$ cat src/rtl/hcfr_div.sv
// Pipelined restoring divider for three lanes that share one divisor.
// Rounds to nearest by adding half the divisor in its first stage.
// No package dependencies.
module hcfr_div #(
   parameter int NMW  = 32,
   parameter int DENW = 17,
   parameter int QW   = 17,
   parameter int SBW  = 8
) (
   input  logic                 clock,
   input  logic                 reset,
   input  logic                 en,
   input  logic                 in_valid,
   input  logic [2:0][NMW-1:0]  in_num,
   input  logic [DENW-1:0]      in_den,
   input  logic [SBW-1:0]       in_sb,
   output logic                 out_valid,
   output logic [2:0][QW-1:0]   out_quot,
   output logic [SBW-1:0]       out_sb
);
   localparam int NW = ((NMW + 1) > (DENW + QW - 1)) ? (NMW + 1) : (DENW + QW - 1);
   localparam int NS = QW + 1;

   logic [2:0][NW-1:0] num_ff  [NS];
   logic [2:0][QW-1:0] quot_ff [NS];
   logic [DENW-1:0]    den_ff  [NS];
   logic [SBW-1:0]     sb_ff   [NS];
   logic [NS-1:0]      v_ff;

   logic [2:0][NW-1:0] num_in  [NS];
   logic [2:0][QW-1:0] quot_in [NS];

   // Stage zero adds the rounding term; later stages each settle one quotient bit.
   always_comb begin
      logic [NW-1:0] dsh;
      logic          ge;
      for (int l = 0; l < 3; l++) begin
         num_in[0][l]  = NW'(in_num[l]) + NW'(in_den >> 1);
         quot_in[0][l] = '0;
      end
      for (int j = 1; j < NS; j++) begin
         dsh = NW'(den_ff[j-1]) << (QW - j);
         for (int l = 0; l < 3; l++) begin
            ge            = (num_ff[j-1][l] >= dsh);
            num_in[j][l]  = ge ? (num_ff[j-1][l] - dsh) : num_ff[j-1][l];
            quot_in[j][l] = {quot_ff[j-1][l][QW-2:0], ge};
         end
      end
   end

   always_ff @(posedge clock) begin
      if (reset) begin
         v_ff <= '0;
      end else if (en) begin
         v_ff <= {v_ff[NS-2:0], in_valid};
      end
   end

   always_ff @(posedge clock) begin
      if (en) begin
         for (int j = 0; j < NS; j++) begin
            num_ff[j]  <= num_in[j];
            quot_ff[j] <= quot_in[j];
            den_ff[j]  <= (j == 0) ? in_den : den_ff[(j == 0) ? 0 : j-1];
            sb_ff[j]   <= (j == 0) ? in_sb : sb_ff[(j == 0) ? 0 : j-1];
         end
      end
   end

   assign out_valid = v_ff[NS-1];
   assign out_quot  = quot_ff[NS-1];
   assign out_sb    = sb_ff[NS-1];

endmodule

$ cat config.mk
export PLATFORM = sky130hd
export DESIGN_NAME = hcfr_div
export DESIGN_NICKNAME = d
export VERILOG_FILES = /design/src/rtl/hcfr_div.sv
export SDC_FILE = /design/constraint.sdc
export NUM_CORES = 2
export LEC_CHECK = 0
export BUFFER_PORTS_ARGS = -buffer_cell sky130_fd_sc_hd__clkbuf_2
export CAP_MARGIN = 20
export CORE_UTILIZATION = 58
export DETAILED_ROUTE_END_ITERATION = 10
export PLACE_DENSITY = 0.77
export SLEW_MARGIN = 20
export SYNTH_ARGS = -nofsm -noshare
export SYNTH_HDL_FRONTEND = slang
export SYNTH_SLANG_ARGS = --single-unit
export TNS_END_PERCENT = 100
$ cat constraint.sdc
create_clock -name clock -period 2.95 [get_ports clock]
set_input_delay 0.59 -clock clock [delete_from_list [all_inputs] [get_ports clock]]
set_output_delay 0.59 -clock clock [all_outputs]
set_load 0.02 [all_outputs]
# ---- Yosys cells after proc, flatten, opt, wreduce, memory -nomap -nowiden
# Memory sizes are Yosys's and may differ from the RTL's.
# Cells that the tools add are included.
dict set report op_classes {
  add_sub_neg 54
  order_cmp 51
  n_mux 53
}
# op n
set op_table {}
lappend op_table {{$mux 33} 51}
lappend op_table {{$add 32x16->33} 3}
lappend op_table {{$ge 33x17->1} 3}
lappend op_table {{$ge 33x18->1} 3}
lappend op_table {{$ge 33x19->1} 3}
lappend op_table {{$ge 33x20->1} 3}
lappend op_table {{$ge 33x21->1} 3}
lappend op_table {{$ge 33x22->1} 3}
lappend op_table {{$ge 33x23->1} 3}
lappend op_table {{$ge 33x24->1} 3}
lappend op_table {{$ge 33x25->1} 3}
lappend op_table {{$ge 33x26->1} 3}
lappend op_table {{$ge 33x27->1} 3}
lappend op_table {{$ge 33x28->1} 3}
lappend op_table {{$ge 33x29->1} 3}
lappend op_table {{$ge 33x30->1} 3}
lappend op_table {{$ge 33x31->1} 3}
lappend op_table {{$ge 33x32->1} 3}
lappend op_table {{$ge 33x33->1} 3}
lappend op_table {{$sub 33x17->33} 3}
lappend op_table {{$sub 33x18->33} 3}
lappend op_table {{$sub 33x19->33} 3}
lappend op_table {{$sub 33x20->33} 3}
lappend op_table {{$sub 33x21->33} 3}
lappend op_table {{other kinds (13)} 38}
dict set report totals {
  register_bits 18
  ramBits 3150
  inputBits 125
  out_inout_bits 60
  wordCells 163
  memories 4
}
# name depth word_bits read_ports rd_ports_with_merged_regs wr line
set memory_table {}
lappend memory_table {num_ff 18 99 17 0 18 24} ;# logic [2:0][NW-1:0] num_ff [NS];
lappend memory_table {quot_ff 18 51 18 0 18 25} ;# logic [2:0][QW-1:0] quot_ff [NS];
lappend memory_table {den_ff 18 17 17 0 18 26} ;# logic [DENW-1:0] den_ff [NS];
lappend memory_table {sb_ff 18 8 18 0 18 27} ;# logic [SBW-1:0] sb_ff [NS];

# ---- Depth between registers and ports, before layout
# An unclocked memory read counts as a cell.
dict set report logic_depth {
  depth_word 3
  mapped_depth 14
  depth_no_buf 13
}

# ---- Worst setup path before layout
# Ideal clock, no wire load.
dict set report synth_timing {
  path_type {reg-to-reg}
  start {mem num_ff[3][13] (netlist bit)}
  end {mem num_ff[4][23] (netlist bit), data pin}
  setup_time_ps 269
  arrival_ps 2993
  t_required_ps 2681
  path_slack_ps -312
  path_stages_with_launch 14
  path_buffers 2
  synth_period_minus_slack_ps 3262
  cell_sequence {edfxtp_1 inv_1 ha_1 inv_1 fa_1 a211oi_1 o21ai_1 a2111oi_0 or4_1 a31o_2 a31o_2 clkbuf_1 clkbuf_1 o21ai_0}
}
# item line
set synth_rtl {}
lappend synth_rtl {{start, declared} 24}

==> run_results.csv <==
group,metric,value,unit
clock_tree,cts-htree-levels,5,
global_routing,global_route.usage.met2,71.9,%
floorplan,row_count,179,
global_routing,grt_max_degree,125,
place,dpl.hpwl,350000,µm
power,ir_drop,0.703,mV
routing,dr_total_vias,120000,
sta,grt_setup_unrepaired,"true",
worst_setup_path,worstSetupPathType,"reg2reg",
worst_setup_path,worstPathArrival,4.55,ns
worst_setup_path,crit_top_cell,"buf_6",
routing,routedWlPerCell,28.0,µm
sta,hold_viol,0,
worst_setup_path,r2r-end,"num_ff[9][64]",
worst_setup_path,endpoint_kind,"flip-flop",
synth,synthArstFlopShare,0,%
clock_tree,cts.clk_slew.worst_paths,0.07,ns
floorplan,start_util,58.6,%
place,place_ws,-0.628,ns
worst_setup_path,path_delay_family,"compound AO/OA/AOI/OAI gates",
synth,syn_nets,13000,
global_routing,grtUsageMet1,35.2,%
sta,finClkSkew,0.126,ns
global_routing,grt_pass1_wl,719000,µm
sta,fin_crit,3.82,ns
synth,avgSynthCellArea,11.7,µm²
global_routing,grt.total_usage,39.7,%
cells_and_area,nets,16700,
cells_and_area,drive_gt1_share,38.2,%
sta,maxSlewHeadroom,19.4,%
sta,finalMaxSlewViolations,0,
routing,via_per_inst,6.33,
floorplan,die-area,0.243,mm²
floorplan,die_y,493,µm
hold_path,hold_class,"in2reg",
global_routing,antenna_found_initial,23,
hold_path,hold_start,"in_num[1]",
clock_tree,numClockSinks,2593,
routing,first_pass_iters,9,
worst_setup_path,startpoint_type,"flip-flop",
outcome,run_status,"finished with violations",
synth,ys_seq_area_share,55.5,%
synth,ys_warn_count,0,
routing,drtAntennaViolNets,0,
hold_path,min_to,"num_ff[0][1]",
synth,synth_edf_count,2575,
routing,drc,0,
worst_setup_path,critPathMaxStageDelay,0.93,ns
power,total_leakage_power,77.9,nW
clock_tree,clock_path_buffers,4,
clock_tree,root_buffer,"clkbuf_16",
floorplan,die_w,493,µm
floorplan,ios,185,
cells_and_area,final_area,0.197,mm²
global_routing,grt_util_met3,5.92,%
synth,synth_flop_cell,"edfxtp_1",
synth,synth_area,0.140,mm²
clock_tree,cts_buffers,295,
clock_tree,clock_latency,1.05,ns
outcome,violations,"negative setup slack",
sta,min_period_over_period,130,%
worst_setup_path,path_cells,"inv_2 -> buf_12 -> ha_1 -> a21oi_1 -> nor2b_1 -> o21ai_0 -> o41ai_4 -> nor4_4 -> o21a_4 -> buf_6 -> buf_6 -> nor3_4 -> xor2_1",
sta,fmax,0.261,GHz
cells_and_area,fin_util,82.4,%
clock_tree,cts_tree,"done",
place,gp_congestion,1.07,
worst_setup_path,critPathSlowestCell,"o21ai_0",
job,maxCapViolCount,0,
worst_setup_path,cp.required,3.67,ns
sta,fin_ws,-0.875,ns
synth,syn_inst,11900,
global_routing,grt_pass1_vias,120000,
sta,setup_viol,963,
worst_setup_path,r2r_start,"den_ff[8][14]",
worst_setup_path,timing.reg2reg.setup_slack,-0.87,ns
floorplan,coreArea,0.239,mm²
worst_setup_path,critical_path.max_fanout,4,
cells_and_area,fin_cells,19000,
cells_and_area,areaGrowthSynthToFinish,40.6,%
cells_and_area,regArea,0.0777,mm²
place,place.port_buffers,184,
power,power.density,911,mW/mm²
routing,drt_wl_total,533000,µm
worst_setup_path,rr_worst_depth,13,
synth,synth.distinct_cells,97,
synth,synth-seq-cells,2593,
global_routing,grt.busiest_layer,"met2",
cells_and_area,n_fill_cell,12200,
hold_path,holdPathStages,2,
cells_and_area,multi_input_area,0.0716,mm²
sta,worst_slew_pin_slew,1.20,ns
place,placedInstanceArea,0.166,mm²
worst_setup_path,path_buf_inv,4,
routing,drt_iter0_markers,11600,
global_routing,gr-total-overflow,0,
place,dp.cells,17700,
[through the flow]
| stage | power, mW | hold WS, ns | TNS (ns) |
|---|---|---|---|
| 3_5_place_dp | 122 | 0.405 | -251.17 |
| 5_1_grt | 185 | -0.00358 | -268.88 |
| 4_1_cts | 166 | 0.00881 | -40.40 |
| 2_1_floorplan | 94.1 | 0.400 | -0.591 |
| 3_3_place_gp | 120 | 0.400 | -195.53 |
| 6_report | 179 | 0.0200 | -154.34 |
[Yosys cell counts (all sizes together) (237+ instances only)]
cell type / n / share of area, %
a21o: 286 / 1.5
a21oi: 860 / 3.1
edfxtp: 2575 / 55
ha: 915 / 8.2
inv: 566 / 1.5
nand2: 787 / 2.1
nand3: 237 / 0.85
nor2: 888 / 2.4
nor3: 267 / 0.96
o21ai: 783 / 2.8
xnor2: 535 / 3.4
xor2: 495 / 3.1
[layout make-up]
class / count / area share (%)
multi-input combinational: 8519 / 36.4
inverter: 568 / 1.20
tap: 3167 / 2.02
clock inverter: 168 / 0.775
antenna: 27 / 0.0344
timing repair buffer: 3632 / 16.1
sequential: 2593 / 39.5
clock buffer: 344 / 3.89
[layout by cell type (no fill, tap or decap), types with 59 or more instances in the layout]
cell / count
o21ai_0: 504
nand2_2: 74
dlygate4sd3_1: 66
nand3_1: 185
buf_6: 309
buf_12: 204
o21ai_2: 144
xnor2_1: 511
nor2_4: 77
mux2_4: 89
nor2_1: 743
mux2_2: 91
nand2b_1: 163
a21o_1: 282
o21bai_1: 70
nor4_1: 102
xor2_1: 481
o21a_1: 143
and3_1: 66
nand4_1: 145
inv_1: 381
o21ai_1: 112
clkbuf_2: 183
inv_2: 124
a21oi_2: 122
buf_4: 2779
nand2_1: 652
ha_4: 206
ha_1: 693
nand2_4: 59
edfxtp_1: 2575
nor3_1: 188
nor2_2: 68
nor2b_1: 103
or3_1: 85
clkbuf_16: 313
a21oi_1: 699
[how the worst max path moves through the flow]
stage / start / end / slack [ns] / cells after the start
final: den_ff[8][14] / num_ff[9][64] / -0.87 / 13
after global routing: den_ff[8][14] / num_ff[9][64] / -1.23 / 13
after CTS: den_ff[11][2] / num_ff[12][57] / -0.33 / 13
after detailed placement: den_ff[11][16] / num_ff[12][64] / -0.63 / 11
after global placement: den_ff[11][16] / num_ff[12][59] / -0.52 / 10
after floorplan: num_ff[12][88] / num_ff[13][93] / -0.1 / 8
[state kept, by name (all words and copies together) (netlist names)]
name,count
sb_ff,144
v_ff,18
den_ff,289
num_ff,1683
quot_ff,459
[power breakdown]
part           total, mW  switching (mW)  internal [mW]
clock network       36.0            15.5           20.6
registers           59.5            7.51           52.0
logic               83.5            43.5           40.0
[cells by family after synthesis]
kind of cell / Yosys count / share of synthesized area [%]
AOI/OAI and AO/OA: 2858 / 12.7
xor gates and xnor gates: 1030 / 6.45
adders and majority gates: 966 / 8.92
buffers and inverters: 801 / 2.16
DFF: 2593 / 55.5
muxes: 219 / 1.73
and+or+nand+nor: 3446 / 12.5
[per-layer routing]
metal / vias to the layer above / routed length, µm / part of all wire, %
met1: 57300 / 156000 / 29
met3: 3364 / 34900 / 6.6
met2: 7327 / 263000 / 49
met5: - / 122 / 0.023
li1: 52500 / - / -
met4: 18 / 78900 / 15
[what timing repair did]
action                                  4_1_cts  5_1_grt
cloned                                       49       17
pin swaps                                   528      635
endpoints found under the setup margin     1147     1146
gates resized for setup                    1866     1383
endpoints found under the hold margin        89        0
setup buffers                               448      347
hold buffers                                 66        0
No activity file was read; power rests on OpenSTA's default activity.
