`src/rtl/hcfr_pkg.sv`:
```
// Package for the haptic contact force renderer.
// Holds mode codes, register indexes, fixed widths and reset values.
// No dependencies.
package hcfr_pkg;

   // Object selection codes held in the mode register.
   localparam logic [2:0] MODE_NONE    = 3'd0;
   localparam logic [2:0] MODE_FLOOR   = 3'd1;
   localparam logic [2:0] MODE_BOX     = 3'd2;
   localparam logic [2:0] MODE_SPH_IN  = 3'd3;
   localparam logic [2:0] MODE_SPH_OUT = 3'd4;

   // Configuration register indexes.
   localparam int unsigned CSR_IDX_W  = 3;
   localparam int unsigned CSR_DATA_W = 16;
   localparam logic [CSR_IDX_W-1:0] REG_MODE    = 3'd0;
   localparam logic [CSR_IDX_W-1:0] REG_STIFF   = 3'd1;
   localparam logic [CSR_IDX_W-1:0] REG_FLOOR   = 3'd2;
   localparam logic [CSR_IDX_W-1:0] REG_SIDE    = 3'd3;
   localparam logic [CSR_IDX_W-1:0] REG_SPHERE  = 3'd4;
   localparam logic [CSR_IDX_W-1:0] REG_CURSOR  = 3'd5;

   // Fixed field widths.
   localparam int unsigned MODE_W  = 3;
   localparam int unsigned STIFF_W = 16;
   localparam int unsigned LEN_W   = 15;
   localparam int unsigned RAD_W   = 16;
   localparam int unsigned QUOT_W  = 17;
   localparam int unsigned FORCE_W = 24;
   localparam logic [FORCE_W-1:0] FORCE_MAX = 24'h7FFFFF;

   // Register reset values.
   localparam logic [MODE_W-1:0]  RST_MODE   = MODE_NONE;
   localparam logic [STIFF_W-1:0] RST_STIFF  = 16'd128;
   localparam logic [15:0]        RST_FLOOR  = 16'hFD80;
   localparam logic [LEN_W-1:0]   RST_SIDE   = 15'd6400;
   localparam logic [LEN_W-1:0]   RST_SPHERE = 15'd1920;
   localparam logic [LEN_W-1:0]   RST_CURSOR = 15'd320;

endpackage

```
`src/rtl/hcfr_force.sv`:
```
// Spring force stages: stiffness times displacement, then round and saturate.
// Depends on hcfr_pkg for the force width and limit.
module hcfr_force #(
   parameter int DW  = 19,
   parameter int SBW = 8
) (
   input  logic                                  clock,
   input  logic                                  reset,
   input  logic                                  en,
   input  logic                                  in_valid,
   input  logic [2:0][DW-1:0]                    in_diff,
   input  logic [hcfr_pkg::STIFF_W-1:0]          stiff,
   input  logic [SBW-1:0]                        in_sb,
   output logic                                  out_valid,
   output logic [2:0][hcfr_pkg::FORCE_W-1:0]     out_force,
   output logic [SBW-1:0]                        out_sb
);
   localparam int PRW = DW + hcfr_pkg::STIFF_W;
   localparam int FW  = hcfr_pkg::FORCE_W;

   logic [2:0][PRW-1:0] prod_ff;
   logic [2:0]          neg_ff;
   logic [SBW-1:0]      sba_ff;
   logic                va_ff;
   logic [2:0][FW-1:0]  force_ff;
   logic [SBW-1:0]      sbb_ff;
   logic                vb_ff;

   logic [2:0][PRW-1:0] prod_in;
   logic [2:0]          neg_in;
   logic [2:0][FW-1:0]  force_in;

   // Magnitude of the displacement times stiffness.
   always_comb begin
      logic [DW-1:0] mag;
      for (int l = 0; l < 3; l++) begin
         neg_in[l]  = in_diff[l][DW-1];
         mag        = neg_in[l] ? (DW'(0) - in_diff[l]) : in_diff[l];
         prod_in[l] = PRW'(mag) * PRW'(stiff);
      end
   end

   // Divide by sixteen with rounding, clip to the force range, restore the sign.
   always_comb begin
      logic [PRW:0]  rnd;
      logic [FW-1:0] mag_f;
      for (int l = 0; l < 3; l++) begin
         rnd   = ((PRW+1)'(prod_ff[l]) + (PRW+1)'(8)) >> 4;
         mag_f = (rnd > (PRW+1)'(hcfr_pkg::FORCE_MAX)) ? hcfr_pkg::FORCE_MAX : rnd[FW-1:0];
         force_in[l] = neg_ff[l] ? (FW'(0) - mag_f) : mag_f;
      end
   end

   always_ff @(posedge clock) begin
      if (reset) begin
         va_ff <= 1'b0;
         vb_ff <= 1'b0;
      end else if (en) begin
         va_ff <= in_valid;
         vb_ff <= va_ff;
      end
   end

   always_ff @(posedge clock) begin
      if (en) begin
         prod_ff  <= prod_in;
         neg_ff   <= neg_in;
         sba_ff   <= in_sb;
         force_ff <= force_in;
         sbb_ff   <= sba_ff;
      end
   end

   assign out_valid = vb_ff;
   assign out_force = force_ff;
   assign out_sb    = sbb_ff;

endmodule

```
`config.mk`:
```
export PLATFORM = sky130hd
export DESIGN_NAME = hcfr_force
export DESIGN_NICKNAME = d
export VERILOG_FILES = /design/src/rtl/hcfr_pkg.sv /design/src/rtl/hcfr_force.sv
export SDC_FILE = /design/constraint.sdc
export NUM_CORES = 2
export LEC_CHECK = 0
export BUFFER_PORTS_ARGS = -buffer_cell sky130_fd_sc_hd__buf_2
export CELL_PAD_IN_SITES_DETAIL_PLACEMENT = 1
export CELL_PAD_IN_SITES_GLOBAL_PLACEMENT = 1
export CORE_ASPECT_RATIO = 0.6
export CORE_MARGIN = 2
export CORE_UTILIZATION = 34
export DETAILED_ROUTE_END_ITERATION = 8
export PLACE_DENSITY = 0.68
export SYNTH_ARGS = -nofsm -noshare
export SYNTH_HDL_FRONTEND = slang
export SYNTH_SLANG_ARGS = --single-unit
```
`constraint.sdc`:
```
create_clock -name clock -period 22 [get_ports clock]
set_input_delay 4.4 -clock clock [delete_from_list [all_inputs] [get_ports clock]]
set_output_delay 4.4 -clock clock [all_outputs]
set_load 0.005 [all_outputs]
```
* Word level (Yosys, flattened, before mapping)
Cells that the tools add are included.
Operators by class: add/sub/neg operators 9, multipliers 3, order comparisons 3, multiplexer cells 9
Operators by type and width (number):
- 24-bit 2-to-1 mux | 6
- 35-bit by 4-bit adder with 36-bit output (second input constant) | 3
- 19-bit by 16-bit multiplier with 35-bit output | 3
- 32-bit by 23-bit greater-than comparator with 1-bit output (second input constant) | 3
- 1-bit by 24-bit subtractor with 24-bit output (first input constant) | 3
- 19-bit 2-to-1 mux | 3
- 1-bit by 19-bit subtractor with 19-bit output (first input constant) | 3
Word-level totals: register bits 198, output and inout bits 81

* Logic depth before layout (Yosys ltp)
depth after elaboration 5, gate-level depth with buffers 31

* Worst setup path after synthesis
OpenSTA, ideal clock, no wires.
path type input-to-reg, start point input in_diff[25] (netlist name), end point register prod_ff[69] (netlist name) (data pin), library setup time 0.265 ns, arrival time 11.905 ns, required time 21.735 ns, setup slack 9.830 ns, cell stages on the path 26, cells stage by stage or4_1 > or3_1 > or4_1 > o31ai_1 > xnor2_1 > clkbuf_1 > nand2_1 > fa_1 > fa_1 > fa_1 > inv_1 > fa_1 > fa_1 > inv_1 > fa_1 > inv_1 > ha_1 > a21o_1 > a21o_1 > a21o_1 > nor3_1 > o21ai_0 > a41oi_1 > o21ai_0 > a221oi_1 > xnor2_1
RTL lines:
- from (decl) | line hcfr_force.sv:11 | input logic [2:0][DW-1:0] in_diff,
- to (signal assigned) | line hcfr_force.sv:66 | prod_ff <= prod_in;
- to (decl) | line hcfr_force.sv:21 | logic [2:0][PRW-1:0] prod_ff;

==> results.json <==
{
  "status": "finished clean",
  "clock-sinks": 189,
  "gr-usage-all-layers": 0.192,
  "grt_antenna_before_repair": 6,
  "final_hold_viol_count": 0,
  "synthXorXnorAreaFrac": 0.0467,
  "clock_insertion_delay_worst_skew_ns": 0.54,
  "detail_route.wl_per_cell_um": 18.5,
  "timing_max_transition_violations_final": 0,
  "synth_top_flop_cell": "sky130_fd_sc_hd__edfxtp_1",
  "muxShareOfSynthArea": 0.00938,
  "ant_nets": 0,
  "design.core.area_mm2": 0.119,
  "grt-ovfl-total": 0,
  "port_buffers": 165,
  "post_synth.cell_area_avg_um2": 9.03,
  "worstSetupPathType": "input pin to flop",
  "synth_top_family_by_area": "adder cells",
  "initial_core_util": 0.342,
  "signal_arrival_time_at_the_worst_endpoint_ns": 13.15,
  "finalSetupViolations": 0,
  "via_count": 31000,
  "io_pins": 166,
  "hold_path.class": "flop to flop",
  "drt_pass1_iterations": 5,
  "tritoncts": "yes",
  "die_height_um": 272,
  "via_density": 5.02,
  "synth_seq_area_share": 0.139,
  "max_cap_viol_count": 0,
  "synth_fp_nets": 5620,
  "synth-simple-area-share": 0.179,
  "die_area_mm2": 0.122,
  "count_of_synthesis_stage_warnings_from_yosys": 0,
  "grt_first_pass_wirelength_um": 187000,
  "post_synth_instance_area_mm2": 0.0407,
  "maximum_number_of_pins_on_one_net_before_global_route_repair": 68,
  "post-route-drc-count": 0,
  "fraction_of_layout_cells_with_a_size_suffix_above_1": 0.0709,
  "cts_made_buffers": 17,
  "synth_edf_count": 187,
  "final_nets": 5688,
  "place_hpwl_um": 91000,
  "max_slew.worst_pin.slew_ns": 1.15,
  "setup_total_negative_slack_ns": 0,
  "finalCriticalPeriod_ns": 12.87,
  "cts.root.buffer_cell": "sky130_fd_sc_hd__clkbuf_16",
  "syn-instance-count": 4503,
  "ys_types": 84,
  "ctsHoldBuffers": 0,
  "ys_ff_latch": 189,
  "synthArstFlopShare": 0,
  "cts_resized": 0,
  "htreeDepth": 4,
  "post_synth_fa_ha_maj_area_fraction": 0.448,
  "layout-area-overhead-vs-synth_pct": 8.27,
  "fp_rows": 98,
  "worst_setup_hold_path_clk_slew_ns": 0.08,
  "rsz_0062_raised_after_global_routing": "false",
  "critPathLaunchType": "input pin",
  "fin_crit_sh": 0.585,
  "type_of_element_capturing_the_critical_path": "flop",
  "detail_route.wirelength_um": 115000,
  "synth-compound-area-share": 0.0783,
  "first_iter_violations": 1770,
  "critical_path_peak_fanout": 18,
  "cts_setup_buffers": 0,
  "worst_slew_margin_rel": 0.225,
  "cts.path.max_buffers": 2,
  "die_width_um": 451,
  "critical_path_required_ns": 22.28,
  "worst_clock_skew_ns": 0.0177,
  "max_freq_mhz": 77.7,
  "first_global_vias": 33400,
  "gp_congestion": 0.817
}
[cells in the final DEF (no fill, tap or decap), types with 7 or more instances in the layout]
| cell | synthesis | layout |
|---|---|---|
| sky130_fd_sc_hd__xnor2_1 | 153 | 144 |
| sky130_fd_sc_hd__nor4_1 | 21 | 18 |
| sky130_fd_sc_hd__and4_1 | 13 | 13 |
| sky130_fd_sc_hd__and2_1 | 381 | 381 |
| sky130_fd_sc_hd__o211ai_1 | 7 | 7 |
| sky130_fd_sc_hd__nand2b_1 | 29 | 29 |
| sky130_fd_sc_hd__and3_1 | 33 | 33 |
| sky130_fd_sc_hd__nand2_1 | 667 | 667 |
| sky130_fd_sc_hd__ha_1 | 324 | 324 |
| sky130_fd_sc_hd__a211oi_1 | 15 | 15 |
| sky130_fd_sc_hd__buf_2 | 11 | 163 |
| sky130_fd_sc_hd__xnor2_2 | 0 | 9 |
| sky130_fd_sc_hd__or3_1 | 18 | 18 |
| sky130_fd_sc_hd__o21ai_0 | 90 | 90 |
| sky130_fd_sc_hd__nor2b_1 | 32 | 32 |
| sky130_fd_sc_hd__o41ai_1 | 10 | 10 |
| sky130_fd_sc_hd__o21a_1 | 20 | 20 |
| sky130_fd_sc_hd__o31ai_1 | 20 | 20 |
| sky130_fd_sc_hd__or4_1 | 9 | 9 |
| sky130_fd_sc_hd__inv_1 | 863 | 863 |
| sky130_fd_sc_hd__a21o_1 | 73 | 73 |
| sky130_fd_sc_hd__fa_1 | 708 | 708 |
| sky130_fd_sc_hd__edfxtp_1 | 187 | 187 |
| sky130_fd_sc_hd__nand4_1 | 29 | 29 |
| sky130_fd_sc_hd__clkbuf_16 | 0 | 17 |
| sky130_fd_sc_hd__mux2i_1 | 31 | 31 |
| sky130_fd_sc_hd__o21bai_1 | 14 | 14 |
| sky130_fd_sc_hd__a31oi_1 | 13 | 13 |
| sky130_fd_sc_hd__or2_2 | 7 | 7 |
| sky130_fd_sc_hd__a21oi_1 | 138 | 138 |
| sky130_fd_sc_hd__nor3_1 | 40 | 40 |
| sky130_fd_sc_hd__xor2_1 | 64 | 61 |
| sky130_fd_sc_hd__nand3_1 | 83 | 83 |
| sky130_fd_sc_hd__buf_4 | 2 | 81 |
| sky130_fd_sc_hd__a31o_2 | 7 | 7 |
| sky130_fd_sc_hd__nor2_1 | 98 | 98 |
[cells in the mapped netlist (all sizes together), types with 18 or more instances]
cell,number,area [um^2]
a21o,73,548
a21oi,138,691
and2,381,2380
and3,33,206
buf,18,111
clkbuf,178,671
edfxtp,187,5620
fa,708,14200
ha,324,4050
inv,863,3240
mux2i,31,310
nand2,667,2500
nand2b,29,181
nand3,83,415
nand4,31,206
nor2,99,374
nor2b,32,200
nor3,40,200
nor4,22,144
o21a,20,150
o21ai,96,480
o31ai,20,150
or3,18,113
xnor2,153,1340
xor2,64,561
[logic make-up after synthesis]
family | after synthesis
AOI/OAI and AO/OA | 488
xor gates and xnor gates | 217
adders and majority gates | 1032
buffers and inverters | 1060
DFF | 189
muxes | 37
and+or+nand+nor | 1480
[sequential cells by signal, indices dropped and copies added (netlist names)]
name and cells:
sba_ff 8, out_force 72, out_sb 8, prod_ff 96
va_ff 1, out_valid 1, neg_ff 3
[worst max-delay path: stages]
cell and delay, ns:
sky130_fd_sc_hd__buf_2 0.24, sky130_fd_sc_hd__or4_1 0.70, sky130_fd_sc_hd__or3_1 0.45, sky130_fd_sc_hd__o31ai_1 0.39
sky130_fd_sc_hd__nand2_1 0.13, sky130_fd_sc_hd__xor2_1 0.21, sky130_fd_sc_hd__buf_4 0.26, sky130_fd_sc_hd__nand2_1 0.11
sky130_fd_sc_hd__fa_1 0.55, sky130_fd_sc_hd__fa_1 0.52, sky130_fd_sc_hd__fa_1 0.51, sky130_fd_sc_hd__inv_1 0.05
sky130_fd_sc_hd__fa_1 0.49, sky130_fd_sc_hd__fa_1 0.50, sky130_fd_sc_hd__inv_1 0.06, sky130_fd_sc_hd__fa_1 0.48
sky130_fd_sc_hd__inv_1 0.05, sky130_fd_sc_hd__ha_1 0.36, sky130_fd_sc_hd__o21a_1 0.23, sky130_fd_sc_hd__o221ai_1 0.24
sky130_fd_sc_hd__nor4b_1 0.09, sky130_fd_sc_hd__nor3_1 0.43, sky130_fd_sc_hd__o21ai_0 0.33, sky130_fd_sc_hd__a41oi_1 0.50
sky130_fd_sc_hd__o21ai_0 0.29, sky130_fd_sc_hd__a221oi_1 0.41, sky130_fd_sc_hd__xnor2_1 0.12
[through the flow]
step                cells  utilization  worst slack [ns]  hold WS [ns]  cell area, um^2
CTS                  6184        0.370              9.16         0.426            44000
global route         6185        0.370              8.55         0.429            44000
finish               6186        0.370              9.13         0.426            44000
global placement     6152        0.365              8.85         0.400            43400
floorplan            4503            -              9.83         0.400            40700
detailed placement   6152        0.365              8.58         0.406            43400
[final cells by class]
type	instances	area [um^2]
Fill cell	14000	74900
Multi-Input combinational cell	3254	31100
Sequential cell	189	5660
Inverter	864	3240
Tap cell	1600	2000
Timing Repair Buffer	245	1440
Clock buffer	18	429
Clock inverter	14	155
Antenna cell	2	5.00
[layer usage]
| metal | track usage | vias up | routed length [um] |
|---|---|---|---|
| li1 | - | 14200 | - |
| met1 | 0.288 | 16100 | 57200 |
| met2 | 0.296 | 609 | 50800 |
| met3 | 0.0297 | 84 | 5450 |
| met4 | 0.0324 | 6 | 1230 |
| met5 | 0 | - | 34 |
[worst paths after layout]
path | from | end | slack (ns) | cells past startpoint
worst min register to register | sba_ff[0]$_DFFE_PP_ | out_sb[0]$_DFFE_PP_ | 0.43 | 0
worst max-delay path | in_diff[19] | prod_ff[69]$_DFFE_PP_ | 9.13 | 27
worst max register to register | prod_ff[13]$_DFFE_PP_ | out_force[22]$_DFFE_PP_ | 15.83 | 17
worst min-delay path | sba_ff[0]$_DFFE_PP_ | out_sb[0]$_DFFE_PP_ | 0.43 | 0
Power is not shown: default switching activity piles up to over one toggle a cycle in this logic, so the estimate is an artifact.
