`config.mk`:
```
export PLATFORM = sky130hd
export DESIGN_NAME = hcfr_sqrt
export DESIGN_NICKNAME = d
export VERILOG_FILES = /design/src/rtl/hcfr_sqrt.sv
export SDC_FILE = /design/constraint.sdc
export NUM_CORES = 1
export LEC_CHECK = 0
export BUFFER_PORTS_ARGS = -buffer_cell sky130_fd_sc_hd__buf_2
export CAP_MARGIN = 25
export CORE_MARGIN = 2
export CORE_UTILIZATION = 45
export CTS_CLUSTER_SIZE = 20
export DETAILED_ROUTE_END_ITERATION = 7
export PLACE_DENSITY = 0.62
export SYNTH_ARGS = -nofsm -noshare
export SYNTH_HDL_FRONTEND = slang
export SYNTH_SLANG_ARGS = --single-unit
```
`constraint.sdc`:
```
create_clock -name clock -period 4.67 [get_ports clock]
set_input_delay 0.7005 -clock clock [delete_from_list [all_inputs] [get_ports clock]]
set_output_delay 0.7005 -clock clock [all_outputs]
set_load 0.005 [all_outputs]
```
`src/rtl/hcfr_sqrt.sv`:
```
// Pipelined integer square root, one result bit per register stage.
// Carries a valid bit and an opaque sideband word alongside the data.
// No package dependencies.
module hcfr_sqrt #(
   parameter int SW  = 34,
   parameter int SBW = 8
) (
   input  logic           clock,
   input  logic           reset,
   input  logic           en,
   input  logic           in_valid,
   input  logic [SW-1:0]  in_rad,
   input  logic [SBW-1:0] in_sb,
   output logic           out_valid,
   output logic [SW/2-1:0] out_root,
   output logic [SBW-1:0] out_sb
);
   localparam int RW  = SW / 2;
   localparam int RMW = RW + 2;

   logic [SW-1:0]  rad_ff  [RW];
   logic [RMW-1:0] rem_ff  [RW];
   logic [RW-1:0]  root_ff [RW];
   logic [SBW-1:0] sb_ff   [RW];
   logic [RW-1:0]  v_ff;

   logic [SW-1:0]  rad_in  [RW];
   logic [RMW-1:0] rem_in  [RW];
   logic [RW-1:0]  root_in [RW];

   // Each stage brings down two radicand bits and decides one root bit.
   always_comb begin
      logic [SW-1:0]  src_rad;
      logic [RMW-1:0] src_rem;
      logic [RW-1:0]  src_root;
      logic [RMW-1:0] rem_sh;
      logic [RMW-1:0] trial;
      logic           ge;
      for (int j = 0; j < RW; j++) begin
         if (j == 0) begin
            src_rad  = in_rad;
            src_rem  = '0;
            src_root = '0;
         end else begin
            src_rad  = rad_ff[j-1];
            src_rem  = rem_ff[j-1];
            src_root = root_ff[j-1];
         end
         rem_sh     = {src_rem[RMW-3:0], src_rad[SW-1:SW-2]};
         trial      = {src_root, 2'b01};
         ge         = (rem_sh >= trial);
         rem_in[j]  = ge ? (rem_sh - trial) : rem_sh;
         root_in[j] = {src_root[RW-2:0], ge};
         rad_in[j]  = src_rad << 2;
      end
   end

   // Stage registers advance together under the pipeline enable.
   always_ff @(posedge clock) begin
      if (reset) begin
         v_ff <= '0;
      end else if (en) begin
         v_ff <= {v_ff[RW-2:0], in_valid};
      end
   end

   always_ff @(posedge clock) begin
      if (en) begin
         for (int j = 0; j < RW; j++) begin
            rad_ff[j]  <= rad_in[j];
            rem_ff[j]  <= rem_in[j];
            root_ff[j] <= root_in[j];
            sb_ff[j]   <= (j == 0) ? in_sb : sb_ff[(j == 0) ? 0 : j-1];
         end
      end
   end

   assign out_valid = v_ff[RW-1];
   assign out_root  = root_ff[RW-1];
   assign out_sb    = sb_ff[RW-1];

endmodule

```
# --- After elaboration in Yosys (flattened, before gate mapping) ---
# Memories as Yosys holds them, arrays and structs flattened.
# Cells that the tools add are included.
classes:
  add_sub_neg: 17
  n_lt_le_gt_ge: 17
  n_mux: 19
op_table:
  columns: ["cell", "n"]
  rows:
  - ["$mux 19", 17]
  - ["$ge 19x19->1", 16]
  - ["$sub 19x19->19", 16]
  - ["$sub 2x1->3 const B", 1]
  - ["$ge 2x1->1 const B", 1]
  - ["$mux 1", 2]
word_totals:
  reg_bits: 17
  mem_bits_rw: 1292
  input_bits: 46
  out_inout_bits: 26
  n_memories: 4
memory_table:
  columns: ["memory", "depth", "width", "rd", "rd_ports_with_merged_regs", "write_ports", "line_no", "rtl"]
  rows:
  - ["rad_ff", 17, 32, 16, 0, 17, "21", "logic [SW-1:0] rad_ff [RW];"]
  - ["rem_ff", 17, 19, 16, 0, 17, "22", "logic [RMW-1:0] rem_ff [RW];"]
  - ["root_ff", 17, 17, 17, 0, 17, "23", "logic [RW-1:0] root_ff [RW];"]
  - ["sb_ff", 17, 8, 17, 0, 17, "24", "logic [SBW-1:0] sb_ff [RW];"]

# --- Longest topological paths before layout ---
# Gate-level depths: netlist of run 1.
# An unclocked memory read counts as a cell.
depth:
  depth_word: 3
  mapped_depth: 12

# --- Least setup slack after synthesis of run 1 ---
# Ideal clock, no wire load.
synth_path:
  path_type: "register to register"
  start: "memory rem_ff[0][269] (netlist name)"
  end: "memory rem_ff[0][297] (netlist name), data pin"
  setup_ns: 0.260
  arrival_time_ns: 2.549
  required_time_ns: 4.410
  path_slack_ns: 1.861
  stages_incl_launch_ff: 11
  path_buffers: 2
  synth_period_minus_slack_ns: 2.809
  cell_sequence: "edfxtp_1 > ha_1 > and2_1 > o21a_1 > o31ai_2 > o21ai_0 > o211ai_1 > and3_1 > buf_2 > buf_4 > mux2_2"
synth_lines:
  columns: ["item", "line_no"]
  rows:
  - ["from (decl)", "22"]

==> results.txt, run 1 <==
Worst slew pin tran -> 0.877 ns
Via count -> 19700
Starting DRC count in detailed routing -> 1210
Register area -> 0.0248 mm²
Kind of critical path -> reg2reg
Fin util -> 0.517
Pleak -> 15.6 nW
Crit path from -> rem_ff[0][267]
Hold crit path type -> in2reg
Wirelength, routed -> 62400 µm
Hold Crit Start -> in_sb[5]
Min cycle time layout -> 3.33 ns
Relative slew slack -> 0.415
Asr flop ratio synth -> 0
Period utilisation layout -> 0.713
Footprint of the multi-input gates -> 0.0101 mm²
H-Tree Depth -> 3
FF-to-FF setup slack -> 1.34 ns
CP Capture Type -> register
Clock buffer depth -> 3
Total negative slack -> 0 ns
Outcome -> complete, no violations
Fill count -> 6522
# port buffers -> 71
Area of the mapped netlist -> 0.0359 mm²
Worst-path cell with the longest stage delay -> and3_1
CP max stage delay -> 0.65 ns
Via-per-instance ratio -> 5.20
Top-level port count -> 72
Largest net degree at the start of global routing -> 101
Post-cts hold buffer count -> 0
# DRC -> 0
Syn-to-layout area delta -> 13.8%
#FFs+latches synth -> 832
Setup bufs post-CTS -> 0
Tot Pwr -> 19.5 mW
Die Wd -> 286 µm
Top_reg_cell synth -> edfxtp_1
Post-route design area -> 0.0408 mm²
Fin. Hold Viols -> 0
Gr ovfl total -> 0
Drt wl/cell -> 16.5 µm
Number of global-route vias before repair -> 19400
CP Cell Sequence -> ha_1, a21oi_1, a21oi_1, o31ai_2, o21ai_0, o211ai_1, and3_1, mux2_2
Cell Area, Placed -> 0.0378 mm²
Slew Limit Fails -> 0
Family with the most delay on the worst path -> compound AO/OA/AOI/OAI gates
TritonCTS buffer count -> 90
Resized cells post-CTS -> 0
Peak VDD IR -> 0.313 mV
Worst Path Buf+Inv -> 0
WP data arrival -> 3.72 ns
PD cells -> 477 mW/mm²
CP required -> 5.06 ns
CTS Root Cell -> clkbuf_16
Synth top area cells -> edfxtp_1 (68%), ha_1 (5.9%), xnor2_1 (2.2%)
Clock skew -> 0.0391 ns
Clock latency on the worst-skew pair -> 0.63 ns
WHS -> 0.236 ns
CTS tree -> done
Die height -> 286 µm
RR Startpoint -> rem_ff[0][267]
Placeable Area -> 0.0790 mm²
Max cap viols -> 0
CP startpoint kind -> register
Nets -> 2873
RSZ-0062 raised after global routing -> no
Antenna diodes -> 0
EDFF count, synth -> 815
Mapped Nets -> 2711
Most common cell after layout, fill and taps aside -> edfxtp_1
Final number of setup-violating endpoints -> 0
Post-route ant nets -> 0
HPWL Detailed -> 43000 µm
Clock-pin slew on the worst setup and hold paths -> 0.06 ns
GRT Overall Usage -> 0.153
Post-synthesis cell count -> 2495
GP Congestion -> 0.900
Crit path max fanout -> 14
DRT Pass-1 Iters -> 6
Die Footprint -> 0.0820 mm²
Seq/Total Area, Yosys -> 0.692
Syn. warnings -> 0
Initial Utilization -> 0.454
Most frequent cells in the layout -> edfxtp_1 (815), inv_1 (212), ha_1 (170)
First-pass GRT wire length -> 102000 µm
Std cell rows -> 103
Leading area contributor after synthesis -> edfxtp_1
Initial antenna violation count -> 0
Layout cell share with drive strength beyond 1 -> 0.115
Share of the synthesized area in the top cell type -> 0.682
Most frequent CP cell -> a21oi_1
Synthesized area per cell -> 14.4 µm²
Sink Count -> 832
Unique masters post-synth -> 78
Fmax -> 300 MHz
==> state kept, by name (all words and copies together), names as in the netlist <==
| name | count |
|---|---|
| rad_ff | 272 |
| rem_ff | 254 |
| root_ff | 153 |
| sb_ff | 136 |
| v_ff | 17 |
==> cells in the mapped netlist, types with 5 or more instances <==
cell	count
ha_1	170
nand3_1	29
o21bai_1	8
inv_1	212
o21a_1	51
clkbuf_1	17
mux2_2	44
nor3_1	61
o22ai_1	5
o31a_1	8
a21boi_0	10
o211ai_1	11
and2_1	10
nor4b_1	9
nor2_1	150
xnor2_1	92
or2_2	8
dfxtp_1	17
buf_2	11
nand4_1	20
and3_1	7
nand3b_1	8
or3_1	26
nor4_1	25
o31ai_1	17
nor2b_1	20
a21oi_1	126
nand2_1	115
a211oi_1	7
xor2_1	77
or4_1	13
nand2b_1	30
edfxtp_1	815
mux2_1	7
mux2i_1	29
a31oi_1	13
o21ai_0	104
a21o_1	43
==> metal layers <==
layer / up-vias / routed length [µm] / GRT usage
met3: 120 / 3190 / 0.0297
met2: 469 / 28500 / 0.241
met5: - / 0 / 0
li1: 9645 / - / -
met1: 9436 / 29100 / 0.213
met4: 0 / 1710 / 0.0545
==> through the flow <==
stage               setup slack, ns  cells
floorplan                      1.86   2495
CTS                            1.32   3782
global placement               1.40   3615
detailed placement             1.35   3615
finish                         1.34   3782
global route                   1.12   3782
==> power breakdown <==
group	switching [mW]	leakage [nW]	internal (mW)	total, mW
combinational	1.50	6.11	1.20	2.70
sequential	0.418	7.98	9.16	9.58
clock	2.88	1.49	4.31	7.19
total	4.80	15.6	14.7	19.5
==> cell families after synthesis <==
logic type | synth area share
DFF | 0.692
and+or+nand+nor | 0.0778
AOI/OAI and AO/OA | 0.0793
buffers and inverters | 0.0264
adders and majority gates | 0.0593
xor gates and xnor gates | 0.0413
muxes | 0.0241
other | 0.000105
==> worst register-to-register path, stage by stage, from the launching register on <==
cell and delay (ns):
edfxtp_1 0.40, ha_1 0.38, a21oi_1 0.22, a21oi_1 0.13, o31ai_2 0.43, o21ai_0 0.23, o211ai_1 0.22, and3_1 0.65
mux2_2 0.42
==> final cells by class <==
class | instances | share of cell area
Multi-Input combinational cell | 1418 | 0.248
Sequential cell | 832 | 0.608
Clock inverter | 61 | 0.0174
Timing Repair Buffer | 102 | 0.0174
Tap cell | 1050 | 0.0322
Inverter | 213 | 0.0196
Clock buffer | 106 | 0.0577
==> final timing paths <==
path	endpoint	cells past startpoint
worst min register to register	sb_ff[4][6]	0
worst max register to register	rem_ff[0][294]	8
worst min-delay path	sb_ff[0][5]	1
worst max-delay path	rem_ff[0][294]	8
(Power assumes the default switching activity.)
==> inputs of run 2 (changes only) <==
--- a/config.mk
+++ b/config.mk
@@ -11,7 +11,7 @@
 export CORE_UTILIZATION = 45
 export CTS_CLUSTER_SIZE = 20
 export DETAILED_ROUTE_END_ITERATION = 7
-export PLACE_DENSITY = 0.62
+export PLACE_DENSITY = 0.65
 export SYNTH_ARGS = -nofsm -noshare
 export SYNTH_HDL_FRONTEND = slang
 export SYNTH_SLANG_ARGS = --single-unit
==> constraint.sdc (replaced) <==
create_clock -name clock -period 2.8 [get_ports clock]
set_input_delay 0.42 -clock clock [delete_from_list [all_inputs] [get_ports clock]]
set_output_delay 0.42 -clock clock [all_outputs]
set_load 0.005 [all_outputs]
==> run 2 against run 1 <==
  * Design area increased by 3.5%
  * First-iteration DRC count is 20% higher
  * Sequential share of layout area decreased by 2.0 points
  * Critical path type unchanged
  * Highest routed layer unchanged
==> results.txt, run 2 (synthesized netlist as in run 1, its figures left out) <==
Relative slew slack -> 0.553
Worst-path cell with the longest stage delay -> or4_4
Hold Path Depth -> 2
CP startpoint kind -> register
Top-level port count -> 72
Clock latency on the worst-skew pair -> 0.65 ns
R2R cell count -> 9
Max cap viols -> 0
Initial antenna violation count -> 0
Worst slew pin tran -> 0.664 ns
Slew Limit Fails -> 0
Drt wl/cell -> 15.9 µm
CP Capture Type -> register
Crit path max fanout -> 3
Max FFs per register -> 272
Sink Count -> 832
GP Congestion -> 0.945
Critical R2R Capture -> rem_ff[0][281]
Crit path from -> root_ff[13][0]
WP data arrival -> 3.23 ns
Clock buffer depth -> 3
Min cycle time layout -> 2.73 ns
Std cell rows -> 103
Layout Cells excl Fill -> 3909
HPWL Detailed -> 43200 µm
CTS Root Cell -> clkbuf_16
Number of global-route vias before repair -> 20400
Die Wd -> 286 µm
Antenna diodes -> 0
Most frequent CP cell -> o21a_1
Most common cell after layout, fill and taps aside -> edfxtp_1
Footprint of the multi-input gates -> 0.0104 mm²
WHS -> 0.0590 ns
Min-Delay Endpoint -> root_ff[0][0]
Largest net degree at the start of global routing -> 98
Biggest regs -> rad_ff: 272 flops, rem_ff: 254 flops, root_ff: 153 flops
First-pass GRT wire length -> 102000 µm
CTS tree -> done
Syn-to-layout area delta -> 17.7%
Fin util -> 0.535
Fill count -> 6382
Hold crit path type -> in2reg
Fin. Hold Viols -> 0
Placeable Area -> 0.0790 mm²
Kind of critical path -> reg2reg
RR Startpoint -> root_ff[13][0]
# port buffers -> 71
Final number of setup-violating endpoints -> 0
TritonCTS buffer count -> 87
Initial Utilization -> 0.454
Peak VDD IR -> 0.700 mV
DP Cell Count -> 3699
FF-to-FF setup slack -> 0.07 ns
Post-route ant nets -> 0
CP required -> 3.31 ns
Largest Register -> rad_ff
Most frequent cells in the layout -> edfxtp_1 (815), inv_1 (209), ha_1 (161)
Gr ovfl total -> 0
PD cells -> 773 mW/mm²
Outcome -> complete, no violations
# DRC -> 0
H-Tree Depth -> 3
Starting DRC count in detailed routing -> 1446
Nets -> 3003
Die Footprint -> 0.0820 mm²
Pleak -> 16.2 nW
Fmax -> 367 MHz
Wirelength, routed -> 62300 µm
Via count -> 20200
Met1 wire length -> 27100 µm
Die height -> 286 µm
DRT Pass-1 Iters -> 5
CP max stage delay -> 0.42 ns
Hold Crit Start -> in_rad[33]
Clock skew -> 0.0492 ns
GRT Overall Usage -> 0.152
Clock-pin slew on the worst setup and hold paths -> 0.06 ns
Met2 wire len -> 30600 µm
Period utilisation layout -> 0.974
Routed met3 length -> 2830 µm
Layout cell share with drive strength beyond 1 -> 0.157
CP Cell Sequence -> inv_1, ha_4, o21a_1, or4_4, a221o_1, a211o_1, a31oi_2, mux2i_1, o21a_1
Register area -> 0.0248 mm²
Uppermost layer routed -> met4
Via-per-instance ratio -> 5.18
-- run 2: power by group --
| group | internal (mW) | switching, mW | total, mW | leakage [nW] |
|---|---|---|---|---|
| Sequential | 15.3 | 0.660 | 15.9 | 7.98 |
| Clock | 6.94 | 4.81 | 11.8 | 1.45 |
| Combinational | 2.32 | 2.63 | 4.95 | 6.76 |
| Total | 24.5 | 8.11 | 32.6 | 16.2 |
-- run 2: how the worst max path moves through the flow --
stage / depth (start not counted) / to
after floorplan: 10 / rem_ff[0][297]
after global placement: 11 / rem_ff[0][213]
after detailed placement: 8 / rem_ff[0][244]
after CTS: 10 / rem_ff[0][244]
after global routing: 10 / rem_ff[0][200]
final: 9 / rem_ff[0][281]
-- run 2: layout make-up --
class	instances	share of cell area
multi-input cells	1418	0.246
clock inverters	65	0.0182
inverters	213	0.0189
flip-flops and latches	832	0.588
repair buffers	235	0.0452
well taps	1050	0.0311
clock buffers	96	0.0529
-- run 2: timing repair --
item                                    in CTS  in global routing
pin swaps                                    0                 16
gates cloned                                 0                  0
endpoints found under the setup margin      16                103
hold buffers                                41                  0
setup buffers                                0                  8
endpoints found under the hold margin       41                  0
gates resized for setup                      5                 52
-- run 2: per-stage QoR --
step	TNS [ns]	total power [mW]	cell area [µm²]	setup WS, ns
2_1_floorplan	0	19.2	35900	0.0311
5_1_grt	-0.162	34.3	42200	-0.0247
3_5_place_dp	-0.0704	20.9	38500	-0.0337
4_1_cts	0	32.9	41900	0.00799
6_report	0	32.6	42200	0.0740
3_3_place_gp	0	20.8	38500	0.00787
-- run 2: critical path, delay by kind of cell, from the launching register on --
| kind | cells | cell delay [ns] |
|---|---|---|
| DFF | 1 | 0.38 |
| adders and majority gates | 1 | 0.21 |
| and+or+nand+nor | 1 | 0.42 |
| AOI/OAI and AO/OA | 5 | 1.26 |
| muxes | 1 | 0.22 |
| buffers and inverters | 1 | 0.11 |
-- run 2: routing by layer --
metal / vias to the layer above / GRT usage
li1: 9910 / -
met1: 9764 / 0.193
met2: 445 / 0.261
met3: 127 / 0.0289
met4: 0 / 0.0522
met5: - / 0
==> inputs of run 3 (changes only) <==
--- a/config.mk
+++ b/config.mk
@@ -12,6 +12,7 @@
 export CTS_CLUSTER_SIZE = 20
 export DETAILED_ROUTE_END_ITERATION = 7
 export PLACE_DENSITY = 0.65
+export REMOVE_ABC_BUFFERS = 1
 export SYNTH_ARGS = -nofsm -noshare
 export SYNTH_HDL_FRONTEND = slang
 export SYNTH_SLANG_ARGS = --single-unit
==> run 3 against run 2 <==
  * Combinational power increased by 2%
  * Design area about the same
  * Final cell count increased by 0.33%
  * Utilization about the same
  * Largest power group unchanged
  * Highest routed layer unchanged
==> results.txt, run 3 (synthesized netlist as in run 1, its figures left out) <==
Starting DRC count in detailed routing -> 1361
Crit path max fanout -> 3
Kind of critical path -> reg2reg
CTS Root Cell -> clkbuf_16
Biggest regs -> rad_ff: 272 flops, rem_ff: 254 flops, root_ff: 153 flops
Clock buffer depth -> 3
First-pass GRT wire length -> 102000 µm
CP startpoint kind -> register
Fin. Hold Viols -> 0
HPWL Detailed -> 43900 µm
Tot Pwr -> 32.2 mW
Nets -> 3022
Max FFs per register -> 272
Post-route design area -> 0.0422 mm²
H-Tree Depth -> 3
Slew Limit Fails -> 0
Die Wd -> 286 µm
WP data arrival -> 3.27 ns
Footprint of the multi-input gates -> 0.0104 mm²
Largest net degree at the start of global routing -> 91
GP Congestion -> 0.908
Fill count -> 6281
Period utilisation layout -> 0.990
Hold crit path type -> in2reg
Crit path from -> root_ff[13][0]
Clock skew -> 0.0344 ns
Gr ovfl total -> 0
GRT Overall Usage -> 0.153
Placeable Area -> 0.0790 mm²
CP Capture Type -> register
Fmax -> 361 MHz
Number of global-route vias before repair -> 20300
Die height -> 286 µm
Min cycle time layout -> 2.77 ns
Syn-to-layout area delta -> 17.7%
Initial antenna violation count -> 0
Most common cell after layout, fill and taps aside -> edfxtp_1
Std cell rows -> 103
Largest Register -> rad_ff
RR Startpoint -> root_ff[13][0]
Final number of setup-violating endpoints -> 0
Worst slew pin tran -> 0.550 ns
Via count -> 20200
PD cells -> 763 mW/mm²
DRT Pass-1 Iters -> 5
# port buffers -> 71
Initial Utilization -> 0.454
Via-per-instance ratio -> 5.16
Drt wl/cell -> 16.1 µm
Pleak -> 16.2 nW
Post-route ant nets -> 0
Top-level port count -> 72
Hold Crit Start -> in_rad[33]
Total negative slack -> 0 ns
CTS tree -> done
Outcome -> complete, no violations
Peak VDD IR -> 0.623 mV
Layout cell share with drive strength beyond 1 -> 0.157
Register area -> 0.0248 mm²
Relative slew slack -> 0.630
RSZ-0062 raised after global routing -> yes
Clock latency on the worst-skew pair -> 0.64 ns
Die Footprint -> 0.0820 mm²
Cell Area, Placed -> 0.0385 mm²
Max cap viols -> 0
Most frequent cells in the layout -> edfxtp_1 (815), inv_1 (209), ha_1 (164)
WHS -> 0.0617 ns
Wirelength, routed -> 63200 µm
Sink Count -> 832
CP required -> 3.30 ns
TritonCTS buffer count -> 88
Clock-pin slew on the worst setup and hold paths -> 0.05 ns
# DRC -> 0
==> run 3: metal layers <==
metal | global-route usage | wire length, µm | vias to the layer above
met4 | 0.0483 | 1290 | 0
met5 | 0 | 0 | -
li1 | - | - | 9949
met3 | 0.0277 | 2730 | 105
met2 | 0.256 | 30400 | 403
met1 | 0.204 | 28800 | 9781
==> run 3: through the flow <==
| step | instances | util | setup WS, ns |
|---|---|---|---|
| final | 3922 | 0.535 | 0.0277 |
| after global routing | 3921 | 0.535 | -0.0449 |
| after CTS | 3902 | 0.530 | -0.0619 |
| after detailed placement | 3706 | 0.488 | -0.235 |
| after global placement | 3706 | 0.488 | -0.105 |
| after floorplan | 2463 | - | -0.595 |
==> run 3: timing repair <==
action	4_1_cts	5_1_grt
pin swaps	0	16
setup endpoints to repair	34	109
hold buffers	41	0
cloned	0	2
resized for setup	8	53
setup buffers	0	17
hold endpoints to repair	41	0
==> run 3: layout make-up <==
| class | instances | share of cell area |
|---|---|---|
| Sequential cell | 832 | 0.588 |
| Clock buffer | 114 | 0.0566 |
| Inverter | 213 | 0.0189 |
| Tap cell | 1050 | 0.0311 |
| Clock inverter | 41 | 0.0108 |
| Timing Repair Buffer | 253 | 0.0490 |
| Multi-Input combinational cell | 1418 | 0.246 |
| Antenna cell | 1 | 0.0000592 |
==> run 3: path summary, 6_finish.rpt <==
| path | slack [ns] | endpoint | cells after the start |
|---|---|---|---|
| setup reg to reg | 0.03 | rem_ff[0][281] | 9 |
| setup / recovery | 0.03 | rem_ff[0][281] | 9 |
| hold / removal | 0.06 | root_ff[0][0] | 2 |
| hold reg to reg | 0.41 | rad_ff[0][93] | 0 |
==> run 3: worst max-delay path, stage by stage (launching register included) <==
cell      delay, ns
edfxtp_1       0.40
inv_2          0.10
ha_4           0.21
o21a_1         0.13
or4_4          0.43
a221o_1        0.42
a211o_1        0.39
a31oi_4        0.18
mux2i_1        0.22
o21a_1         0.16
==> run 3: report_power, final <==
| part | switching [mW] | internal (mW) | leakage [nW] |
|---|---|---|---|
| Clock | 4.64 | 6.61 | 1.39 |
| Combinational | 2.70 | 2.36 | 6.86 |
| Sequential | 0.658 | 15.3 | 7.98 |
| Total | 8.00 | 24.2 | 16.2 |
